$ cat src/rtl/lsh_pkg.sv
// shared types and constants for the 3x3 laplacian sharpen block
`default_nettype none
package lsh_pkg;

  localparam int CFG_W        = 12;
  localparam int KERNEL_GAIN  = 5;
  localparam int PIX_MAX      = 255;

  localparam logic [CFG_W-1:0] WIDTH_RESET  = 12'd640;
  localparam logic [CFG_W-1:0] HEIGHT_RESET = 12'd480;

  // register index, taken from paddr[2]
  localparam logic REG_IMAGE_WIDTH  = 1'b0;
  localparam logic REG_IMAGE_HEIGHT = 1'b1;

  typedef logic [7:0] pixel_t;

  typedef struct packed {
    logic produce;
    logic interior;
    logic last_row;
    logic last_col;
  } lsh_flags_t;

  typedef struct packed {
    pixel_t upper_pixel;
    pixel_t bottom_row_pixel;
    logic   bottom_row_valid;
    logic   frame_done;
  } lsh_result_t;

endpackage
`default_nettype wire

$ cat src/rtl/lsh_kernel.sv
// cross-kernel sharpen arithmetic with saturation and border pass-through
`default_nettype none
module lsh_kernel (
  input  wire lsh_pkg::lsh_flags_t  flags,
  input  wire lsh_pkg::pixel_t      above,
  input  wire lsh_pkg::pixel_t      above2,
  input  wire lsh_pkg::pixel_t      left,
  input  wire lsh_pkg::pixel_t      right,
  input  wire lsh_pkg::pixel_t      px,
  output lsh_pkg::lsh_result_t      res
);
  import lsh_pkg::*;

  logic [10:0]        gained;
  logic [9:0]         ring;
  logic signed [11:0] v;
  pixel_t             sharp;

  always_comb begin
    gained = 11'(above) * 11'(KERNEL_GAIN);
    ring   = 10'(above2) + 10'(left) + 10'(right) + 10'(px);
    v      = $signed({1'b0, gained}) - $signed({2'b00, ring});
    if (v < 0) begin
      sharp = '0;
    end else if (v > 12'sd255) begin
      sharp = 8'(PIX_MAX);
    end else begin
      sharp = v[7:0];
    end

    res.upper_pixel      = flags.interior ? sharp : above;
    res.bottom_row_pixel = flags.last_row ? px : '0;
    res.bottom_row_valid = flags.last_row;
    res.frame_done       = flags.last_row & flags.last_col;
  end

endmodule
`default_nettype wire

$ cat config.mk
export PLATFORM = sky130hd
export DESIGN_NAME = lsh_kernel
export DESIGN_NICKNAME = d
export VERILOG_FILES = /design/src/rtl/lsh_pkg.sv /design/src/rtl/lsh_kernel.sv
export SDC_FILE = /design/constraint.sdc
export NUM_CORES = 1
export LEC_CHECK = 0
export BUFFER_PORTS_ARGS = -buffer_cell sky130_fd_sc_hd__buf_2
export CAP_MARGIN = 20
export CORE_MARGIN = 2
export CORE_UTILIZATION = 48
export DETAILED_ROUTE_END_ITERATION = 8
export PLACE_DENSITY = 0.92
export SYNTH_ARGS = -nofsm -noshare
export SYNTH_HDL_FRONTEND = slang
export SYNTH_SLANG_ARGS = --single-unit
$ cat constraint.sdc
create_clock -name vclk -period 5.2
set_clock_uncertainty 0.15 [all_clocks]
set_input_delay 0.78 -clock vclk [all_inputs]
set_output_delay 0.78 -clock vclk [all_outputs]
set_load 0.03 [all_outputs]
==> impl_metrics.ini <==
[status]
status = finished with violations
violations = setup timing

[placement]
hpwl_um = 3833
dp_cells = 338
portBuffers = 61
dp_slack_ns = -0.6559
gp_congestion = 0.8035

[power]
p_per_area_mw_per_mm2 = 698.6
peakVddDrop_mv = 0.4708
switching_share_pct = 52.00
p_sw_mw = 0.9764
pwr-share-seq_pct = 0
combPwrFrac_pct = 100.0
power.leakage_nw = 1.468
internal-power_mw = 0.9013
p_clk_share_pct = 0

[logic_synthesis]
ys_seq_area_share_pct = 0
synth.avg_cell_area_um2 = 7.916
yosys_warnings = 0
synth-xor-area-share_pct = 3.545
synth-simple-area-share_pct = 10.86
synth_top_family_by_area = adder cells
syn_nets = 311
synth_fa_ha_area_share_pct = 52.44
synth-compound-area-share_pct = 12.56
ys_types = 27
syn_area_mm2 = 0.001694
synth_cells = 214
synth_mux_area_share_pct = 0.6647

[global_route]
use_met3_pct = 1.429
grt_use_total_pct = 22.81
grt_overflow_total = 0
grt_start_max_net_pins = 11
grt_pass1_wl_um = 7438
antenna_found_initial = 0
busiest_layer = met2
grt_util_met1_pct = 24.00
first_global_vias = 1749
met2_usage_pct = 49.47

[detailed_routing]
wl_um = 4544
dr.pass1.iters = 4
drtIter0Drc = 36
via_count = 1669
vias_per_cell = 4.866
routedWlPerCell_um = 13.25
drc = 0
postRouteAntennaNets = 0

[floorplanning]
core_area_mm2 = 0.003363
num_io_pins = 62
fp.dieW_um = 63.41
die_y_um = 63.41
num_rows = 21
die_area_mm2 = 0.004021
start_util_pct = 50.37

[sta]
tightestPinTransition_ns = 0.4654
maxSlewHeadroom_pct = 68.98
setup_ws_ns = -0.4971
tns_ns = -3.792
hold_viol = 0
slew_viol_final = 0
layout_min_cycle_time_ns = 5.697
fmax_mhz = 175.5
period_share_pct = 109.6
whs_ns = 1.750
setup_viol_count_final = 8
rsz0062_at_grt = yes

[final_layout]
fin_util_pct = 79.91
nets = 396
design.seq.count = 0
n_clock_buffer = 0
final_common_cell = inv_1
drive_gt1_share_pct = 44.78
fin_cells = 343
diodes = 0
syn_to_final_growth_pct = 58.64
seqCellArea_um2 = 0
layout_common_cells = inv_1, buf_2, fa_1

[worst_hold_path]
holdPathStages = 2
hold_class = in2out
hold_end = res[1]
min_from = flags[1]

[worst_setup_path]
start_kind = input port
cp.required_ns = 4.27
crit_type = in2out
cp.arrival_ns = 4.77
crit_fanout = 8
end_kind = output pin

[job]
drv_cap = 0
## cell type report
class                      instances  area, µm²
fill                             230      675.6
inverter                          86      330.3
multi-input combinational        126       1723
tap                               46      57.56
timing repair buffer              85      576.8
## power by group through the flow
| stage | Combinational (mW) | Clock, mW | Sequential (mW) |
|---|---|---|---|
| floorplan | 1.03 | 0 | 0 |
| global placement | 1.33 | 0 | 0 |
| detailed placement | 1.41 | 0 | 0 |
| CTS | 1.58 | 0 | 0 |
| global route | 2.00 | 0 | 0 |
| finish | 1.88 | 0 | 0 |
## cell usage after synthesis
library cell   n  area share [%]
a211oi_1       1            0.44
a211oi_2       1            0.74
a21boi_1       1            0.44
a21o_1         3             1.3
a21oi_1        7             2.1
a311oi_2       1            0.89
and2_1         9             3.3
and3_1         2            0.74
buf_4          2            0.89
fa_1          30              35
ha_1          23              17
inv_1         86              19
mux2_2         1            0.66
nand2_1        6             1.3
nand2b_1       3             1.1
nand3_1        1            0.30
nor2_1         4            0.89
nor3_1         6             1.8
nor3b_1        2            0.89
o211ai_1       4             1.8
o21ai_0        3            0.89
o21ai_1        1            0.30
o22ai_1       10             3.7
or2b_2         1            0.52
xnor2_1        3             1.6
xnor2_2        1            0.96
xor2_1         2             1.0
## how the worst max path moves through the flow
stage              end  slack, ns  startpoint
2_1_floorplan  res[10]      -0.18     left[1]
3_3_place_gp   res[12]      -0.55     left[1]
3_5_place_dp   res[11]      -0.66     left[1]
4_1_cts        res[14]      -0.48     left[1]
5_1_grt        res[12]      -0.62     left[1]
6_report       res[12]      -0.50     left[3]
## layer usage
metal	part of all wire [%]	wire [µm]
met1	35	1591
met2	60	2708
met3	4.3	195
met4	1.1	48
met5	0	0
## critical path, stage by stage
cell	delay (ns)
buf_6	0.07
inv_2	0.03
fa_1	0.49
fa_1	0.53
inv_2	0.04
fa_1	0.47
fa_1	0.55
inv_2	0.05
ha_4	0.22
o211ai_1	0.25
o21ai_2	0.14
a311oi_4	0.38
xnor2_4	0.12
buf_12	0.17
nor3b_4	0.22
o22ai_4	0.09
buf_6	0.15
## through the flow
stage,power [mW],instance area [µm²]
after floorplan,1.035,1951
after global placement,1.332,2441
after detailed placement,1.405,2441
after CTS,1.575,2572
after global routing,1.996,2688
final,1.878,2688
## logic make-up after synthesis
kind of cell / Yosys count
multiplexers: 1
AO/OA/AOI/OAI: 32
XOR/XNOR: 6
adder cells (fa/ha/maj): 53
AND/OR/NAND/NOR: 34
buffers and inverters: 88
## repair_timing
item / 4_1_cts / 5_1_grt
pin swaps: 8 / 28
buffers inserted: 1 / 4
hold buffers: 0 / 0
setup endpoints to repair: 8 / 8
resized for setup: 29 / 15
(Power assumes the default switching activity.)
